--- src/rtl/sco_pkg.sv ---
// Shared types and constants for the sensor clock offset tracker.
// No dependencies; used by the top level, its checker and the testbench.
package sco_pkg;

   localparam int unsigned STAMP_W  = 64;
   localparam int unsigned THRESH_W = 40;
   localparam int unsigned GAIN_W   = 16;
   localparam int unsigned CSR_W    = 40;
   localparam int unsigned CSR_IDX_W = 1;
   localparam int unsigned GAIN_FRAC = 16;

   // register file
   localparam logic [CSR_IDX_W-1:0] CSR_THRESHOLD = 1'd0;
   localparam logic [CSR_IDX_W-1:0] CSR_GAIN      = 1'd1;

   localparam logic [THRESH_W-1:0] THRESH_RESET = 40'd10000000000;
   localparam logic [GAIN_W-1:0]   GAIN_RESET   = 16'd328;

   typedef enum logic [1:0] {
      OP_CAMERA      = 2'd0,
      OP_LIDAR_FIRST = 2'd1,
      OP_LIDAR_DYN   = 2'd2,
      OP_ALIGN       = 2'd3
   } op_type;

   typedef struct packed {
      op_type               operation;
      logic [STAMP_W-1:0]   stamp;
      logic [STAMP_W-1:0]   host_arrival_time;
   } req_item_type;

   typedef struct packed {
      logic [STAMP_W-1:0]        aligned_stamp;
      logic signed [STAMP_W-1:0] run_offset;
      logic                      locked;
   } rsp_item_type;

endpackage

--- src/rtl/sensor_clock_offset_tracker.sv ---
// Sensor clock offset tracker: locks and smooths the lidar-to-camera clock
// offset and moves stamps into the camera time domain. Uses sco_pkg.
//
//   channel | direction | handshake              | payload
//   --------+-----------+------------------------+---------------------------
//   req     | in        | req_valid / req_stall  | sco_pkg::req_item_type
//   rsp     | out       | rsp_valid / rsp_stall  | sco_pkg::rsp_item_type
//   csr     | in        | csr_write_en (no wait) | csr_index, csr_data
//
// One item per cycle sustained while the result is not stalled. An accepted
// item is held in the input register, then written to the result register
// (the offset update, one 65x17 multiply for the EMA, and the aligned stamp
// are computed in one pass), from which it leaves. The running offset feeds
// straight back, so consecutive items see each other's updates with no bubble.
// Synchronous active-high reset clears all tracking state and restores the
// register defaults. A stalled result holds; the input register takes an
// item whenever it is empty or its own item moves into the result register.
module sensor_clock_offset_tracker (
   input  logic                                  clock,
   input  logic                                  reset,
   input  logic                                  req_valid,
   output logic                                  req_stall,
   input  sco_pkg::req_item_type                 req_item,
   output logic                                  rsp_valid,
   input  logic                                  rsp_stall,
   output sco_pkg::rsp_item_type                 rsp_item,
   input  logic                                  csr_write_en,
   input  logic [sco_pkg::CSR_IDX_W-1:0]         csr_index,
   input  logic [sco_pkg::CSR_W-1:0]             csr_data
);

   localparam int unsigned W = sco_pkg::STAMP_W;

   // configuration
   logic [sco_pkg::THRESH_W-1:0] thresh_ff;
   logic [sco_pkg::GAIN_W-1:0]   gain_ff;

   // pipeline control and payload
   logic                  in_valid_ff;
   sco_pkg::req_item_type in_ff;
   logic                  rsp_valid_ff;
   sco_pkg::rsp_item_type rsp_item_ff, rsp_item_in;
   logic                  advance;

   // tracking state
   logic [W-1:0] latest_cam_ff, latest_cam_in;
   logic [W-1:0] first_cam_ff,  first_cam_in;
   logic [W-1:0] first_lid_ff,  first_lid_in;
   logic         locked_ff,     locked_in;
   logic [W-1:0] init_off_ff,   init_off_in;
   logic [W-1:0] run_off_ff,    run_off_in;

   // datapath
   logic [W-1:0]         cam_cand, lid_cand;
   logic [W-1:0]         dyn_ref, dyn_cur;
   logic [W-1:0]         lock_src, lock_mag, lock_val;
   logic signed [W:0]    ema_diff;
   logic signed [W+sco_pkg::GAIN_W+1:0] ema_prod;
   logic [W-1:0]         ema_next;

   // result register drains or is empty: the update stage may move
   assign advance   = !rsp_valid_ff || !rsp_stall;
   assign req_stall = in_valid_ff && !advance;
   assign rsp_valid = rsp_valid_ff;
   assign rsp_item  = rsp_item_ff;

   // first stamps as they would stand after this item (zero stays unset)
   assign cam_cand = (first_cam_ff == '0) ? in_ff.stamp : first_cam_ff;
   assign lid_cand = (first_lid_ff == '0) ? in_ff.stamp : first_lid_ff;

   // dynamic lidar sample: against latest camera stamp, else host time
   assign dyn_ref = (latest_cam_ff != '0) ? latest_cam_ff : in_ff.host_arrival_time;
   assign dyn_cur = in_ff.stamp - dyn_ref;

   // lock value, snapped to zero inside the same-domain threshold
   always_comb begin
      unique case (in_ff.operation)
         sco_pkg::OP_CAMERA:      lock_src = first_lid_ff - cam_cand;
         sco_pkg::OP_LIDAR_FIRST: lock_src = lid_cand - first_cam_ff;
         default:                 lock_src = dyn_cur;
      endcase
   end
   assign lock_mag = lock_src[W-1] ? (W'(0) - lock_src) : lock_src;
   assign lock_val = (lock_mag < {{(W-sco_pkg::THRESH_W){1'b0}}, thresh_ff}) ? '0 : lock_src;

   // EMA: running + floor((cur - running) * gain / 2^16), exact 65-bit diff
   assign ema_diff = $signed({dyn_cur[W-1], dyn_cur}) - $signed({run_off_ff[W-1], run_off_ff});
   assign ema_prod = ema_diff * $signed({1'b0, gain_ff});
   assign ema_next = run_off_ff + ema_prod[sco_pkg::GAIN_FRAC +: W];

   always_comb begin
      latest_cam_in = latest_cam_ff;
      first_cam_in  = first_cam_ff;
      first_lid_in  = first_lid_ff;
      locked_in     = locked_ff;
      init_off_in   = init_off_ff;
      run_off_in    = run_off_ff;
      unique case (in_ff.operation)
         sco_pkg::OP_CAMERA: begin
            latest_cam_in = in_ff.stamp;
            if (!locked_ff) begin
               first_cam_in = cam_cand;
               if (first_lid_ff != '0) begin
                  locked_in   = 1'b1;
                  init_off_in = lock_val;
                  run_off_in  = lock_val;
               end
            end
         end
         sco_pkg::OP_LIDAR_FIRST: begin
            if (!locked_ff) begin
               first_lid_in = lid_cand;
               if (first_cam_ff != '0) begin
                  locked_in   = 1'b1;
                  init_off_in = lock_val;
                  run_off_in  = lock_val;
               end
            end
         end
         sco_pkg::OP_LIDAR_DYN: begin
            if (!locked_ff) begin
               locked_in   = 1'b1;
               init_off_in = lock_val;
               run_off_in  = lock_val;
            end else if (init_off_ff != '0) begin
               run_off_in = ema_next;
            end
         end
         sco_pkg::OP_ALIGN: begin
            // query only
         end
      endcase
   end

   // result is taken after the update
   always_comb begin
      rsp_item_in.aligned_stamp = locked_in ? (in_ff.stamp - run_off_in) : in_ff.stamp;
      rsp_item_in.run_offset    = $signed(run_off_in);
      rsp_item_in.locked        = locked_in;
   end

   always_ff @(posedge clock) begin
      if (reset) begin
         thresh_ff     <= sco_pkg::THRESH_RESET;
         gain_ff       <= sco_pkg::GAIN_RESET;
         in_valid_ff   <= 1'b0;
         rsp_valid_ff  <= 1'b0;
         latest_cam_ff <= '0;
         first_cam_ff  <= '0;
         first_lid_ff  <= '0;
         locked_ff     <= 1'b0;
         init_off_ff   <= '0;
         run_off_ff    <= '0;
      end else begin
         if (csr_write_en) begin
            unique case (csr_index)
               sco_pkg::CSR_THRESHOLD: thresh_ff <= csr_data[sco_pkg::THRESH_W-1:0];
               sco_pkg::CSR_GAIN:      gain_ff   <= csr_data[sco_pkg::GAIN_W-1:0];
            endcase
         end
         if (!req_stall) begin
            in_valid_ff <= req_valid;
         end
         if (advance) begin
            rsp_valid_ff <= in_valid_ff;
            if (in_valid_ff) begin
               latest_cam_ff <= latest_cam_in;
               first_cam_ff  <= first_cam_in;
               first_lid_ff  <= first_lid_in;
               locked_ff     <= locked_in;
               init_off_ff   <= init_off_in;
               run_off_ff    <= run_off_in;
            end
         end
      end
   end

   // payload registers, no reset
   always_ff @(posedge clock) begin
      if (req_valid && !req_stall) begin
         in_ff <= req_item;
      end
      if (advance && in_valid_ff) begin
         rsp_item_ff <= rsp_item_in;
      end
   end

endmodule

--- config.mk ---
export PLATFORM = sky130hd
export DESIGN_NAME = sensor_clock_offset_tracker
export DESIGN_NICKNAME = d
export VERILOG_FILES = /design/src/rtl/sco_pkg.sv /design/src/rtl/sensor_clock_offset_tracker.sv
export SDC_FILE = /design/constraint.sdc
export NUM_CORES = 2
export LEC_CHECK = 0
export ABC_AREA = 1
export BUFFER_PORTS_ARGS = -buffer_cell sky130_fd_sc_hd__clkbuf_2
export CAP_MARGIN = 30
export CORE_AREA = 4 4 409 411
export DETAILED_ROUTE_END_ITERATION = 7
export DIE_AREA = 0 0 413 415
export PLACE_DENSITY_LB_ADDON = 0.08
export SYNTH_ARGS = -nofsm -noshare
export SYNTH_HDL_FRONTEND = slang
export SYNTH_SLANG_ARGS = --single-unit
export TNS_END_PERCENT = 50
--- constraint.sdc ---
create_clock -name clock -period 18.4 [get_ports clock]
set_input_delay 1.84 -clock clock [delete_from_list [all_inputs] [get_ports clock]]
set_output_delay 1.84 -clock clock [all_outputs]
set_load 0.02 [all_outputs]
# Yosys cells after proc, flatten, opt, wreduce, memory -nomap -nowiden
# Index checks and enable logic that the tools add are counted.
# classes
addsub,7
n_mul,1
magnitude_cmp,1
eq_ne,7
n_mux,25
bitwise_logic,2
reduce_logical,23
# ops
operator,n
$mux W64,17
$pmux W64 S3,2
$reduce_bool A64 Y1,4
$sub A64 B64 Y64,4
$logic_not A64 Y1,2
$pmux W64 S2,1
$mul A65 B17 Y80,1
$sub A64 B64 Y65,1
$add A64 B64 Y64,1
$lt A64 B40 Y1,1
$sub A1 B64 Y64 const A,1
$ne A2 B2 Y1 const B,5
$reduce_and A4 Y1,2
$reduce_and A8 Y1,1
$reduce_and A2 Y1,3
$logic_not A1 Y1,4
$mux W1,4
$logic_and A1 B1 Y1,3
$pmux W1 S3,1
$reduce_and A3 Y1,1
$reduce_bool A3 Y1,1
$eq A2 B1 Y1 const B,1
$eq A2 B2 Y1 const B,1
$logic_not A2 Y1,1
2 further kinds,3
# word_totals
reg_bits,638
in_bits,176
output_inout_bits,131
elab_cells,82

# Depth between registers and ports, before layout
# logic_depth
ltp_word,13
ltp_mapped,105
ltp_nobuf,104

# Worst setup path before layout
# No wires, ideal clock.
# synth_timing
kind,register -> register
from,reg latest_cam_ff[7]
to,"reg rsp_item_ff, in the netlist rsp_item[128], data pin"
setup_ns,0.253
arrival_time_ns,14.154
required_time_ns,18.147
path_slack_ns,3.993
stages_incl_launch_ff,95
path_buffers,2
synth_period_minus_slack_ns,14.407
cell_sequence,dfxtp_1 nor4_1 nand4_1 nor2_1 nand2_1 buf_1 mux2i_1 ha_1 nand2_1 nand2_1 inv_1 nand2_1 nand2_1 nand2_1 ha_1 a21oi_1 nand2_1 a21oi_1 [59 not listed] ha_1 a21oi_1 o221ai_1 a21oi_1 inv_1 a21oi_1 nor3_1 nor2_1 nor2_1 nand4_1 nand2_1 o21bai_1 nand2_1 nand2_1 nand2_1 nand2_1 nand2_1 nand2_1
# synth_lines
element,line,source
start: declaration,sensor_clock_offset_tracker.sv:46,"logic [W-1:0] latest_cam_ff, latest_cam_in;"
start signal: assignment,sensor_clock_offset_tracker.sv:167,latest_cam_ff <= latest_cam_in;
end signal: assignment,sensor_clock_offset_tracker.sv:184,rsp_item_ff <= rsp_item_in;
end: declaration,sensor_clock_offset_tracker.sv:42,"sco_pkg::rsp_item_type rsp_item_ff, rsp_item_in;"

==> impl_metrics.env <==
export IMPL_ys_seq_elements=638
export IMPL_synth_edff_count=259
export IMPL_synthFlopType="dfxtp_1"
export IMPL_worstPathRequired_ns=18.85
export IMPL_r2r_cells=86
export IMPL_wire_per_inst_um=25.9
export IMPL_die_area_sq_um=171000
export IMPL_synthMuxAreaShare=0.00452
export IMPL_cts_tree="built"
export IMPL_synth_seq_area_share=0.165
export IMPL_worstHoldPathType="reg2reg"
export IMPL_placementRows=149
export IMPL_hold_viol=0
export IMPL_fmax_mhz=56.5
export IMPL_worst_path_stages=86
export IMPL_crit_family="compound AO/OA/AOI/OAI gates"
export IMPL_slew_limit_headroom=0.246
export IMPL_clk_pin_slew_ns=0.07
export IMPL_finalInstanceArea_sq_um=101000
export IMPL_setup_tns_final_ns=0
export IMPL_num_fill_cells=14700
export IMPL_synth_xor_area_frac=0.0209
export IMPL_syn_to_final_growth_pct=8.25
export IMPL_cts_path_max_buffers=3
export IMPL_synthCells=13700
export IMPL_initial_core_util=0.567
export IMPL_status="complete, but fails checks"
export IMPL_clk_latency_ns=0.74
export IMPL_syn_area_sq_um=93000
export IMPL_post_place_ws_ns=0.187
export IMPL_place_gp_congestion=1.09
export IMPL_syn_avg_cell_area_sq_um=6.77
export IMPL_coreArea_sq_um=164000
export IMPL_fin_nets=15700
export IMPL_dp_hpwl_mm=343
export IMPL_worstSetupPathType="reg2reg"
export IMPL_tightest_slew_ns=1.13
export IMPL_crit_fanout=7
export IMPL_cts_buffers=73
export IMPL_cts_root_buffer="clkbuf_16"
export IMPL_cp_num_buf_inv=13
export IMPL_grt_pass1_vias=97400
export IMPL_setup_viol=0
export IMPL_netlist_top_cells_area="fa_1 (20%), nand2_1 (13%), inv_1 (12%)"
export IMPL_grt_max_degree=136
export IMPL_finClkSkew_ns=0.0693
export IMPL_synth_top_family_by_area="adder cells"
export IMPL_cp_start_kind="flip-flop"
export IMPL_async_flop_share=0
export IMPL_hold_path_depth=2
export IMPL_die_height_um=415
export IMPL_arrival_ns=18.15
export IMPL_placed_cell_area_sq_um=97500
export IMPL_firstDrtPassIters=8
export IMPL_synth_most_common_cell="nand2_1"
export IMPL_die_w_um=413
export IMPL_violations="design-rule violations"
export IMPL_cap_violations=0
export IMPL_synthTopCellsByCount="nand2_1 (3096), inv_1 (2849), nor2_1 (1293)"
export IMPL_port_buffers=306
export IMPL_synth_fa_ha_area_frac=0.284
export IMPL_cts_htree_levels=3
export IMPL_synth_simple_area_share=0.253
export IMPL_end_kind="flip-flop"
export IMPL_cts_sinks=638
export IMPL_antenna_found_initial=14
export IMPL_design_portCount=307
export IMPL_period_needed_ns=17.70
export IMPL_postRouteAntennaNets=0
export IMPL_routed_wl_mm=420
export IMPL_num_vias=99000
export IMPL_synth_compound_area_share=0.134
export IMPL_grt_use_total=0.477
export IMPL_layout_setup_ws_ns=0.700
export IMPL_slew_viol_final=0
export IMPL_synth_largest_area_cell="fa_1"
export IMPL_slowest_stage="nor4_2"
export IMPL_yosysWarnings=0
export IMPL_ys_types=67
export IMPL_grt_pass1_wl_mm=607
export IMPL_overflow=0
export IMPL_initialDrtViolationCount=13000
export IMPL_syn_nets=15400
export IMPL_fin_crit_sh=0.962
export IMPL_cts_hold_buf=0
export IMPL_crit_path_frequent_cell="inv_1"
export IMPL_yosysTopAreaCellShare=0.203
export IMPL_drc=48
export IMPL_drive_above_1_share=0.0824
export IMPL_max_stage_delay_ns=0.60
export IMPL_viasPerCell=6.10
## flip-flops by register name (all words and copies together), names as in the netlist
name           flops
init_off_ff       64
run_off_ff        64
rsp_item         129
in_valid_ff        1
in_ff            130
rsp_valid          1
first_cam_ff      64
first_lid_ff      64
locked_ff          1
thresh_ff         40
gain_ff           16
latest_cam_ff     64
## placed cells by master (no fill, tap or decap), drive strengths merged, types with 15 or more instances in the layout
cell,Yosys,final
nand2,3136,3136
inv,2970,2977
nor2,1328,1328
a21oi,1047,1047
fa,943,943
o21ai,778,778
nand3,660,660
ha,598,598
clkbuf,345,392
dfxtp,379,379
buf,58,263
edfxtp,259,259
nand4,162,162
or2,144,144
xor2,134,134
o211ai,120,120
xnor2,88,88
nor3,82,82
nor4,78,78
a31oi,70,70
mux2i,42,42
clkinv,24,41
o21a,35,35
a221oi,30,30
a211oi,29,29
o221ai,29,29
nand3b,25,25
a21boi,25,25
o21bai,23,23
a21o,21,21
clkinvlp,0,16
o2111ai,15,15
## final timing paths
check                                endpoint  slack (ns)         startpoint
worst max register to register  rsp_item[124]        0.70  latest_cam_ff[15]
worst min register to register   thresh_ff[0]        0.46       thresh_ff[0]
worst max-delay path            rsp_item[124]        0.70  latest_cam_ff[15]
worst min-delay path             thresh_ff[0]        0.46       thresh_ff[0]
## what timing repair did
action                     4_1_cts  5_1_grt
setup buffers                    0       19
setup endpoints to repair        0       30
gates resized for setup          0       67
## stage by stage
stage	hold slack (ns)	cells	utilization
floorplan	0.425	13700	-
global placement	0.442	16000	0.594
detailed placement	0.449	16100	0.594
CTS	0.459	16200	0.610
global route	0.477	16200	0.613
finish	0.462	16200	0.613
## worst min-delay path, stage by stage (launching register included)
cell and delay, ns:
dfxtp_1 0.30, inv_1 0.06, a21oi_1 0.06
## logic make-up after synthesis
family / count (synthesis)
DFF: 638
AOI/OAI and AO/OA: 2256
adders and majority gates: 1541
and+or+nand+nor: 5628
xor gates and xnor gates: 222
muxes: 42
buffers and inverters: 3397
## metal layers
| metal | part of all wire | routed length, um | global-route usage | vias up |
|---|---|---|---|---|
| met3 | 0.12 | 48900 | 0.123 | 2262 |
| met1 | 0.33 | 139000 | 0.539 | 45900 |
| li1 | - | - | - | 43500 |
| met5 | 0.000062 | 26 | 0 | - |
| met4 | 0.12 | 48800 | 0.423 | 6 |
| met2 | 0.44 | 183000 | 0.744 | 7246 |
## layout make-up
class	instances	area [sq um]	share of cell area
inverter	2994	11300	0.112
antenna	14	35.0	0.000348
tap	2189	2740	0.0272
clock buffer	87	1930	0.0192
timing repair buffer	568	3610	0.0359
sequential	638	15400	0.153
timing repair inverter	1	5.00	0.0000497
clock inverter	48	638	0.00634
multi-input combinational	9689	65000	0.646
Power is left out: the tool's default activity adds up to more than one toggle a clock period on the data nets, which glitch-free logic cannot reach.
